[src/nsd_pkg.sv]
`timescale 1ns / 1ps

package nsd_pkg;

  // fixed field widths
  localparam int POS_W = 32;
  localparam int ACT_W = 2;
  localparam int STATUS_W = 2;
  localparam int CNT_OUT_W = 11;
  localparam int DEFAULT_TABLE_DEPTH = 1024;

  // item kinds carried on the input tuser
  typedef enum logic [ACT_W-1:0] {
    ACT_CLEAR  = 2'd0,
    ACT_INSERT = 2'd1,
    ACT_QUERY  = 2'd2
  } act_t;

  // result status carried on the output tuser
  typedef enum logic [STATUS_W-1:0] {
    ST_DONE  = 2'd0,
    ST_FULL  = 2'd1,
    ST_EMPTY = 2'd2
  } status_t;

  // what every cell of the chain does this cycle
  typedef enum logic [1:0] {
    OP_HOLD,
    OP_INSERT,
    OP_ROTATE
  } cell_op_t;

  typedef struct packed {
    cell_op_t         op;
    logic [POS_W-1:0] key;
  } cell_cmd_t;

  // sequencer states
  typedef enum logic [1:0] {
    S_IDLE,
    S_SCAN,
    S_DONE
  } state_t;

endpackage

[src/nsd_cell.sv]
`timescale 1ns / 1ps

module nsd_cell #(
  parameter int TABLE_DEPTH = nsd_pkg::DEFAULT_TABLE_DEPTH,
  parameter int IDX = 0,
  localparam int CNT_W = $clog2(TABLE_DEPTH + 1)
) (
  input  logic                    clk,
  input  nsd_pkg::cell_cmd_t      cmd,
  input  logic [CNT_W-1:0]        count,
  input  logic [nsd_pkg::POS_W-1:0] prev_value,
  input  logic                    prev_gt,
  input  logic [nsd_pkg::POS_W-1:0] next_value,
  input  logic [nsd_pkg::POS_W-1:0] head_value,
  output logic [nsd_pkg::POS_W-1:0] value,
  output logic                    gt
);
  import nsd_pkg::*;

  localparam logic [CNT_W-1:0] MY_IDX = CNT_W'(IDX);
  localparam logic [CNT_W-1:0] MY_IDX_P1 = CNT_W'(IDX + 1);

  logic             valid;
  logic             is_last;
  logic [POS_W-1:0] value_next;

  // occupancy follows from the fill count
  assign valid   = MY_IDX < count;
  assign is_last = MY_IDX_P1 == count;

  // empty cells and larger entries sit at or after the insert point
  assign gt = !valid || (value > cmd.key);

  always_comb begin
    value_next = value;
    case (cmd.op)
      OP_INSERT: begin
        if (gt) begin
          // first cell past the insert point takes the key, the rest shift up
          value_next = prev_gt ? prev_value : cmd.key;
        end
      end
      OP_ROTATE: begin
        // occupied entries move toward the head, head wraps to the tail
        if (is_last) begin
          value_next = head_value;
        end else if (valid) begin
          value_next = next_value;
        end
      end
      default: value_next = value;
    endcase
  end

  always_ff @(posedge clk) begin
    value <= value_next;
  end

endmodule

[config.mk]
export PLATFORM = sky130hd
export DESIGN_NAME = nsd_cell
export DESIGN_NICKNAME = d
export VERILOG_FILES = /design/src/nsd_pkg.sv /design/src/nsd_cell.sv
export SDC_FILE = /design/constraint.sdc
export NUM_CORES = 1
export LEC_CHECK = 0
export ABC_AREA = 1
export BUFFER_PORTS_ARGS = -buffer_cell sky130_fd_sc_hd__buf_2
export CAP_MARGIN = 20
export CORE_MARGIN = 5
export CORE_UTILIZATION = 30
export DETAILED_ROUTE_END_ITERATION = 16
export PLACE_DENSITY = 0.71
export SKIP_LAST_GASP = 1
export SLEW_MARGIN = 20
export SYNTH_ARGS = -nofsm -noshare
export SYNTH_HDL_FRONTEND = slang
export SYNTH_SLANG_ARGS = --single-unit
export TNS_END_PERCENT = 50
[constraint.sdc]
create_clock -name clk -period 2.59 [get_ports clk]
set_input_delay 0.518 -clock clk [delete_from_list [all_inputs] [get_ports clk]]
set_output_delay 0.518 -clock clk [all_outputs]
set_load 0.01 [all_outputs]
==> summary.md <==
| Metric | Value |
|---|---|
| Final #Nets | 746 |
| Post-route ant nets | 0 |
| IO Pins | 176 |
| P_leak | 2.11 nW |
| Die Span Y | 108 um |
| WP data arrival | 1900 ps |
| #FFs+latches synth | 32 |
| Clock Latency Late Sink | 280 ps |
| Multi-input logic area | 0.00157 mm2 |
| Yosys top cell by area | edfxtp_1 |
| Top Registers | value: 32 flops |
| Final wirelength | 9320 um |
| Setup ws final | 169 ps |
| Clock root buffer | clkbuf_8 |
| Worst vdd ir | 0.000166 V |
| Yosys cell types | 20 |
| Slew margin rel. | 37.2% |
| TritonCTS clock tree | built |
| Most common flop cell mapped by yosys | edfxtp_1 |
| Final hold vios | 0 |
| Final Max Tran Viols | 0 |
| Initial DRC count | 142 |
| Crit-path max FO | 2 |
| DP Worst Slack | 81.9 ps |
| Detailed Place HPWL | 7450 um |
| Commonest cells in the netlist | inv_1 (74), o21ai_0 (49), o21ai_1 (49), nor2_1 (47), a21oi_1 (45) |
| Antenna Cells | 0 |
| Number of global-route vias before repair | 3,229 |
| Register area | 961 um2 |
| Gr usage total | 15.4% |
| Drt wl/cell | 13.3 um |
| Synth area leaders | edfxtp_1 (33%), ha_1 (14%), inv_1 (9.6%), o21ai_0 (8.5%), o21ai_1 (8.5%) |
| Full die area | 0.0117 mm2 |
| Post-synth ARST share | 0% |
| IO Port Bufs | 175 |
| Post-layout util | 42.8% |
| Via Count | 3,297 |
| Synthesized area | 0.00289 mm2 |
| Run status | completed |
| Worst hold-check path type | input port to flop |
| Worst-Margin Slew | 942 ps |
| Syn nets | 577 |
| Initial antenna violation count | 0 |
| Fmax | 413 MHz |
| Setup crit start kind | flop |
| Share of cells above drive strength 1 | 34.1% |
| Residual DRC | 0 |
| P&R area growth vs syn | 38.1% |
| Post-synth top area share | 33.2% |
| Post-Syn Instances | 402 |
| H-tree depth | 2 |
| Drt pass-1 iters | 4 |
| CP max stage delay | 410 ps |
| Chip Width | 108 um |
| Clock buffer depth | 2 |
| Seq/Total Area, Yosys | 33.2% |
| Initial core utilization | 31.0% |
| Clock skew | 4.98 ps |
| Worst path slowest cell | edfxtp_1 |
| Max Cap Viol | 0 |
| Grt ovf | 0 |
| Pwr per Cell Area | 378 mW/mm2 |
| First-pass GRT wire length | 14,600 um |
| Core area | 0.00933 mm2 |
| Post-Layout Inst Area | 0.00400 mm2 |
| Placement-stage cell area | 0.00389 mm2 |
| Max reg flops | 32 |
| Final setup fails | 0 |
| Ys Warns | 0 |
| Pin count of the biggest net entering global routing | 65 |
| Clock tree sinks | 32 |
| Tot Pwr | 0.00151 W |
| Period minus WS final | 2420 ps |
| Critical-path cell list | ha_1, nand2_1, nor2_2, nand4_1, nor2_2, nand2_1, nand2_1, nand2_2, nand2_1, buf_2 |
| TNS Setup | 0 ps |
| Critical path data required time | 2070 ps |
| TritonCTS buffer count | 5 |
| Critical path endpoint category | output pin |
| Cell mode on critical path | nand2_1 |
| Routability cong. | 0.803 |
| Row count | 35 |
| Hold-fix buffers, CTS | 0 |
| Count leader, synth | inv_1 |
| Clock transition at the registers of the reported paths | 70 ps |
| Reg2reg setup slack | 430 ps |
| EDFF count, synth | 32 |
| Final period utilization | 93.5% |
| Critical path type | flop to output pin |
| Vias per Instance | 4.70 |
| Fillers | 992 |
| Largest Register | value |
| Syn_area_per_cell | 7.20 um2 |
-- layout make-up --
type                            count  share of cell area [%]
Tap cell                          129                    4.04
Multi-Input combinational cell    277                    39.3
Clock buffer                        7                    1.91
Clock inverter                      1                  0.0939
Inverter                           74                    6.95
Timing Repair Buffer              181                    23.7
Sequential cell                    32                    24.0
-- where the power goes --
part,internal (W),switching [W],leakage [nW]
Combinational,0.000219,0.000260,1.77
Sequential,0.000630,0.0000237,0.305
Clock,0.000187,0.000189,0.0399
-- per-stage QoR --
step	hold slack, ps	std cells
6_report	540	701
5_1_grt	540	701
4_1_cts	529	699
3_5_place_dp	828	691
3_3_place_gp	822	691
2_1_floorplan	723	402
-- cell usage in the layout (no fill, tap or decap), drive strengths merged, types with 2 or more instances in the layout --
master  synthesis  layout
buf             5     181
o21ai          98      98
inv            74      74
nor2           47      47
a21oi          45      45
nand2          44      44
ha             32      32
edfxtp         32      32
clkbuf         14       7
nand3           4       4
nand4           2       2
-- repair_timing --
| action | 4_1_cts | 5_1_grt |
|---|---|---|
| gates resized for setup | 0 | 5 |
| setup endpoints to repair | 0 | 1 |
| setup buffers | 0 | 2 |
-- layer usage --
layer | vias to the layer above | GRT usage (%) | share of wire (%)
li1 | 1681 | - | -
met1 | 1472 | 19.3 | 42
met2 | 130 | 26.8 | 48
met3 | 14 | 2.69 | 7.9
met4 | 0 | 5.32 | 1.9
met5 | - | 0 | 0
-- cells by family (layout without fill, tap and decap cells) --
family	count (synthesis)	count (layout)	synth area share (%)
flip-flops	32	32	33.2
adder cells (fa/ha/maj)	32	32	13.8
AO/OA/AOI/OAI	145	145	25.2
AND/OR/NAND/NOR	100	100	14.5
buffers and inverters	93	263	13.2
-- path summary, 6_finish.rpt --
| path | start | to | cells after the start |
|---|---|---|---|
| max | value[23] | gt | 10 |
| max reg2reg | value[23] | value[20] | 12 |
| min | head_value[26] | value[26] | 3 |
| min reg2reg | value[23] | value[30] | 10 |
-- worst max-delay path: cells and delay by family, from the launching register on --
| family | cells | cell delay (ps) |
|---|---|---|
| AND/OR/NAND/NOR | 8 | 770 |
| flip-flops | 1 | 410 |
| adder cells (fa/ha/maj) | 1 | 320 |
| buffers and inverters | 1 | 130 |
Note: power is estimated with default switching activity, not from simulation.
