[src/nsd_pkg.sv]
`timescale 1ns / 1ps

package nsd_pkg;

  // fixed field widths
  localparam int POS_W = 32;
  localparam int ACT_W = 2;
  localparam int STATUS_W = 2;
  localparam int CNT_OUT_W = 11;
  localparam int DEFAULT_TABLE_DEPTH = 1024;

  // item kinds carried on the input tuser
  typedef enum logic [ACT_W-1:0] {
    ACT_CLEAR  = 2'd0,
    ACT_INSERT = 2'd1,
    ACT_QUERY  = 2'd2
  } act_t;

  // result status carried on the output tuser
  typedef enum logic [STATUS_W-1:0] {
    ST_DONE  = 2'd0,
    ST_FULL  = 2'd1,
    ST_EMPTY = 2'd2
  } status_t;

  // what every cell of the chain does this cycle
  typedef enum logic [1:0] {
    OP_HOLD,
    OP_INSERT,
    OP_ROTATE
  } cell_op_t;

  typedef struct packed {
    cell_op_t         op;
    logic [POS_W-1:0] key;
  } cell_cmd_t;

  // sequencer states
  typedef enum logic [1:0] {
    S_IDLE,
    S_SCAN,
    S_DONE
  } state_t;

endpackage

[src/nsd_ctrl.sv]
`timescale 1ns / 1ps

module nsd_ctrl #(
  parameter int TABLE_DEPTH = nsd_pkg::DEFAULT_TABLE_DEPTH,
  localparam int CNT_W = $clog2(TABLE_DEPTH + 1)
) (
  input  logic                          clk,
  input  logic                          rst,
  input  logic                          s_axis_tvalid,
  output logic                          s_axis_tready,
  input  logic [nsd_pkg::ACT_W-1:0]     s_axis_tuser,   // action
  input  logic [nsd_pkg::POS_W-1:0]     s_axis_tdata,   // position
  output logic                          m_axis_tvalid,
  input  logic                          m_axis_tready,
  output logic [nsd_pkg::STATUS_W-1:0]  m_axis_tuser,   // status
  output logic [nsd_pkg::POS_W-1:0]     distance,
  output logic [nsd_pkg::CNT_OUT_W-1:0] stored_count,
  input  logic [nsd_pkg::POS_W-1:0]     head_value,
  output nsd_pkg::cell_cmd_t            cmd,
  output logic [CNT_W-1:0]              count
);
  import nsd_pkg::*;

  localparam logic [CNT_W-1:0] DEPTH_CNT = CNT_W'(TABLE_DEPTH);

  state_t                 state, state_next;
  logic [CNT_W-1:0]       count_next;
  logic [CNT_W-1:0]       remain, remain_next;
  logic [POS_W-1:0]       query_pos;
  logic [POS_W-1:0]       best, best_next;
  logic                   accept;
  logic                   out_free;
  logic                   full;
  logic                   empty;
  act_t                   act;
  logic [POS_W:0]         diff;
  logic [POS_W-1:0]       head_gap;
  logic                   load;
  logic [POS_W-1:0]       res_dist;
  status_t                res_status;
  logic [CNT_W+CNT_OUT_W-1:0] count_ext;

  assign act      = act_t'(s_axis_tuser);
  assign accept   = s_axis_tvalid && s_axis_tready;
  assign out_free = !m_axis_tvalid || m_axis_tready;
  assign full     = count == DEPTH_CNT;
  assign empty    = count == '0;

  // distance from the query to the entry now at the head of the chain
  assign diff     = {1'b0, query_pos} - {1'b0, head_value};
  assign head_gap = diff[POS_W] ? (head_value - query_pos) : diff[POS_W-1:0];

  // next state
  always_comb begin
    state_next = state;
    case (state)
      S_IDLE: begin
        if (accept && act == ACT_QUERY && !empty) begin
          state_next = S_SCAN;
        end
      end
      S_SCAN: begin
        if (remain == CNT_W'(1)) begin
          state_next = S_DONE;
        end
      end
      S_DONE: begin
        if (out_free) begin
          state_next = S_IDLE;
        end
      end
      default: state_next = S_IDLE;
    endcase
  end

  // handshake and chain command
  always_comb begin
    s_axis_tready = !rst && (state == S_IDLE) && out_free;
    cmd.key = s_axis_tdata;
    cmd.op  = OP_HOLD;
    if (state == S_SCAN) begin
      cmd.op = OP_ROTATE;
    end else if (accept && act == ACT_INSERT && !full) begin
      cmd.op = OP_INSERT;
    end
  end

  // count, scan bookkeeping and result
  always_comb begin
    count_next  = count;
    remain_next = remain;
    best_next   = best;
    load        = 1'b0;
    res_dist    = '0;
    res_status  = ST_DONE;
    case (state)
      S_IDLE: begin
        if (accept) begin
          load = 1'b1;
          case (act)
            ACT_CLEAR: count_next = '0;
            ACT_INSERT: begin
              if (full) begin
                res_status = ST_FULL;
              end else begin
                count_next = count + CNT_W'(1);
              end
            end
            ACT_QUERY: begin
              if (empty) begin
                res_status = ST_EMPTY;
              end else begin
                load        = 1'b0;
                remain_next = count;
                best_next   = '1;
              end
            end
            default: count_next = count;
          endcase
        end
      end
      S_SCAN: begin
        remain_next = remain - CNT_W'(1);
        if (head_gap < best) begin
          best_next = head_gap;
        end
      end
      S_DONE: begin
        if (out_free) begin
          load     = 1'b1;
          res_dist = best;
        end
      end
      default: load = 1'b0;
    endcase
  end

  assign count_ext = {{CNT_OUT_W{1'b0}}, count_next};

  // control registers
  always_ff @(posedge clk) begin
    if (rst) begin
      state         <= S_IDLE;
      count         <= '0;
      m_axis_tvalid <= 1'b0;
    end else begin
      state <= state_next;
      count <= count_next;
      if (load) begin
        m_axis_tvalid <= 1'b1;
      end else if (m_axis_tready) begin
        m_axis_tvalid <= 1'b0;
      end
    end
  end

  // payload registers
  always_ff @(posedge clk) begin
    remain <= remain_next;
    best   <= best_next;
    if (accept) begin
      query_pos <= s_axis_tdata;
    end
    if (load) begin
      distance     <= res_dist;
      m_axis_tuser <= res_status;
      stored_count <= count_ext[CNT_OUT_W-1:0];
    end
  end

  // the table never overfills
  assert property (@(posedge clk) disable iff (rst) count <= DEPTH_CNT)
    else $error("entry count above table depth");

  // rotation relies on a fixed fill during the whole scan
  assert property (@(posedge clk) disable iff (rst) state == S_SCAN |=> $stable(count))
    else $error("entry count changed during query scan");

  // a scan always has entries left to visit
  assert property (@(posedge clk) disable iff (rst) state == S_SCAN |-> remain != '0)
    else $error("query scan with no entries left");

  // an accepted insert into a table with room grows it by one
  assert property (@(posedge clk) disable iff (rst)
    accept && act == ACT_INSERT && !full |=> count == $past(count) + CNT_W'(1))
    else $error("insert did not grow the table");

  // an empty-table query never enters the scan
  assert property (@(posedge clk) disable iff (rst)
    accept && act == ACT_QUERY && empty |=> state == S_IDLE)
    else $error("query on empty table started a scan");

endmodule

[config.mk]
export PLATFORM = sky130hd
export DESIGN_NAME = nsd_ctrl
export DESIGN_NICKNAME = d
export VERILOG_FILES = /design/src/nsd_pkg.sv /design/src/nsd_ctrl.sv
export SDC_FILE = /design/constraint.sdc
export NUM_CORES = 1
export LEC_CHECK = 0
export BUFFER_PORTS_ARGS = -buffer_cell sky130_fd_sc_hd__buf_2
export CORE_MARGIN = 3
export CORE_UTILIZATION = 55
export CTS_BUF_LIST = sky130_fd_sc_hd__clkbuf_4 sky130_fd_sc_hd__clkbuf_8
export CTS_CLUSTER_SIZE = 25
export DETAILED_ROUTE_END_ITERATION = 10
export GPL_TIMING_DRIVEN = 0
export PLACE_DENSITY = 0.76
export SYNTH_ARGS = -nofsm -noshare
export SYNTH_HDL_FRONTEND = slang
export SYNTH_SLANG_ARGS = --single-unit
[constraint.sdc]
create_clock -name clk -period 11.27 [get_ports clk]
set_input_delay 2.254 -clock clk [delete_from_list [all_inputs] [get_ports clk]]
set_output_delay 2.254 -clock clk [all_outputs]
set_load 0.005 [all_outputs]
==> flow_summary_export.csv <==
group,metric,value,unit
run_status,status,"complete, no violations",
critical_path,cp_data_required_time,9.02,ns
logic_synthesis,yosysMostFrequentCell,"edfxtp_1",
critical_path,critPathKind,"primary input to primary output",
timing,setup_violations,0,
clock_network,postCtsSetupBuffers,0,
clock_network,cts.reportedPaths.clkPinSlew,0.08,ns
die,dieWidth,141,um
route,wl_per_cell,16.1,um
logic_synthesis,ys_warn_count,0,
global_route,antenna_found_initial,0,
timing,rsz0062_at_grt,"false",
clock_network,cts_tree,"built",
power_and_ir_drop,power.leakage,0.00531,uW
logic_synthesis,synth_cell_types,69,
power_and_ir_drop,max-vdd-ir-drop,0.0000727,V
timing,slew_viol_final,0,
global_route,grt_overflow,0,
final_layout,antennaDiodeCount,0,
flow_run,cap_violations,0,
final_layout,drive_gt1_frac,0.226,
placed_design,portBuffers,161,
clock_network,cts.htree.levels,4,
route,post_drt_via_cell_ratio,5.63,
logic_synthesis,ys_async_sr_fraction,0,
global_route,grt_use_total,0.242,
final_layout,fin_nets,1426,
timing,worstMarginPinSlew,0.945,ns
clock_network,cts_sinks,134,
timing,max_slew_margin,0.369,
logic_synthesis,synth_edf_count,120,
timing,final.setup.tns,0,ns
die,initial_utilization,0.570,
route,drt_iter0_markers,875,
clock_network,numCtsBuffers,17,
timing,final_hold_viol_count,0,
clock_network,cts_buffer_depth,2,
logic_synthesis,synthFlopType,"edfxtp_1",
placed_design,place_congestion,0.896,
route,ant_nets,0,
logic_synthesis,syn-cell-area,10000,um^2
logic_synthesis,ys_top_cells_by_count,"edfxtp_1, inv_1, ha_1",
route,dr.pass1.iters,5,
final_layout,syn_to_final_growth,15.6,%
clock_network,clk_latency,0.45,ns
critical_path,arrival,4.56,ns
die,core_area,17600,um^2
die,pin_count,162,
clock_network,hold_buffers,0,
logic_synthesis,syn-num-nets,1245,
final_layout,fin_util,0.658,
route,vias,8389,
final_layout,multi_input_area,5180,um^2
min_path,min_path_type,"flop to flop",
clock_network,cts_root_buf,"clkbuf_8",
clock_network,cts-resized-gates,0,
timing,final.period_utilization,0.605,
global_route,grt_max_degree,46,
logic_synthesis,syn_avg_cell_area,9.35,um^2
placed_design,place_hpwl,18900,um
critical_path,crit_fanout,37,
logic_synthesis,ys_ff_latch,134,
power_and_ir_drop,fin_total_pwr,1350,uW
timing,fmax,147,MHz
die,dieArea,19900,um^2
global_route,grt_pass1_wl,38900,um
timing,whs,0.589,ns
route,drc,0,
critical_path,cp-start-kind,"primary input",
global_route,grt_pass1_vias,7893,
die,num_rows,48,
logic_synthesis,yosys.area.top_type_share,0.359,
logic_synthesis,yosys.area.top_type,"edfxtp_1",
power_and_ir_drop,power.density,117,nW/um^2
logic_synthesis,syn_inst,1072,
route,finalWirelength,24000,um
final_layout,seqCellArea,3880,um^2
final_layout,nFillCells,1437,
timing,period_needed,6.81,ns
logic_synthesis,yosysSeqAreaShare,0.387,
timing,skew,0.0134,ns
logic_synthesis,synthTopCellsByArea,"edfxtp_1, ha_1, inv_1, a21oi_1, dfxtp_1",
critical_path,end_kind,"primary output",
die,die_height,141,um
## metrics by stage
step | setup slack [ns] | cells | instance area (um^2)
floorplan | 3.97 | 1072 | 10000
global placement | 2.53 | 1458 | 11100
detailed placement | 4.38 | 1459 | 11100
CTS | 4.37 | 1491 | 11600
global route | 4.18 | 1491 | 11600
finish | 4.46 | 1491 | 11600
## report_power, final
group          switching (uW)  internal [uW]
registers                5.37            551
logic                     199            145
clock network             205            246
total                     408            942
## worst max-delay path, cell delays in order
cell,delay [ns]
buf_2,0.15
nor3_1,0.16
and3_1,0.17
buf_2,0.65
nand2_1,0.36
or2_1,0.30
clkbuf_1,0.20
inv_2,0.16
buf_2,0.13
## layout make-up
class                           count  area share
Buffer                             81      0.0448
Clock buffer                       18      0.0208
Clock inverter                     14      0.0171
Inverter                          121      0.0392
Multi-Input combinational cell    736       0.447
Sequential cell                   134       0.335
Tap cell                          225      0.0243
Timing Repair Buffer              162      0.0713
## layer usage
metal	vias to the layer above	wire length [um]	global-route usage	part of all wire
li1	4135	-	-	-
met5	-	0	0	0
met2	344	11000	0.392	0.46
met3	35	1760	0.0356	0.073
met1	3875	10900	0.338	0.45
met4	0	352	0.0704	0.015
## cells in the final DEF (no fill, tap or decap), types with 21 or more instances in the layout
cell type  instances
a21o_1            29
a21oi_1           73
buf_2            180
buf_4             37
edfxtp_1         120
ha_1             101
inv_1            117
mux2i_1           25
nand2_1           68
nand2b_1          30
nand3_1           21
nor2_1            63
nor3_1            45
o21ai_0           51
## worst paths after layout
| path | slack (ns) | depth (start not counted) | endpoint | startpoint |
|---|---|---|---|---|
| max | 4.46 | 9 | cmd[32] | rst |
| min | 0.59 | 1 | distance[0] | best[0] |
| max reg2reg | 6.31 | 20 | best[11] | query_pos[0] |
| min reg2reg | 0.59 | 1 | distance[0] | best[0] |
## cell families (layout without fill, tap and decap cells)
| kind of cell | count (synthesis) | in the layout | synth area share |
|---|---|---|---|
| simple gates | 303 | 303 | 0.151 |
| compound gates | 270 | 270 | 0.179 |
| buf+inv | 202 | 396 | 0.0971 |
| flops | 134 | 134 | 0.387 |
| fa+ha+maj | 103 | 103 | 0.130 |
| xor+xnor | 35 | 35 | 0.0306 |
| mux | 25 | 25 | 0.0250 |
## state kept, by name, indices dropped and copies added, names as in the netlist
name and count:
m_axis_tvalid 1, count 11, remain 11, m_axis_tuser 2
best 32, distance 32, state 2, stored_count 11
query_pos 32
(Power assumes the default switching activity.)
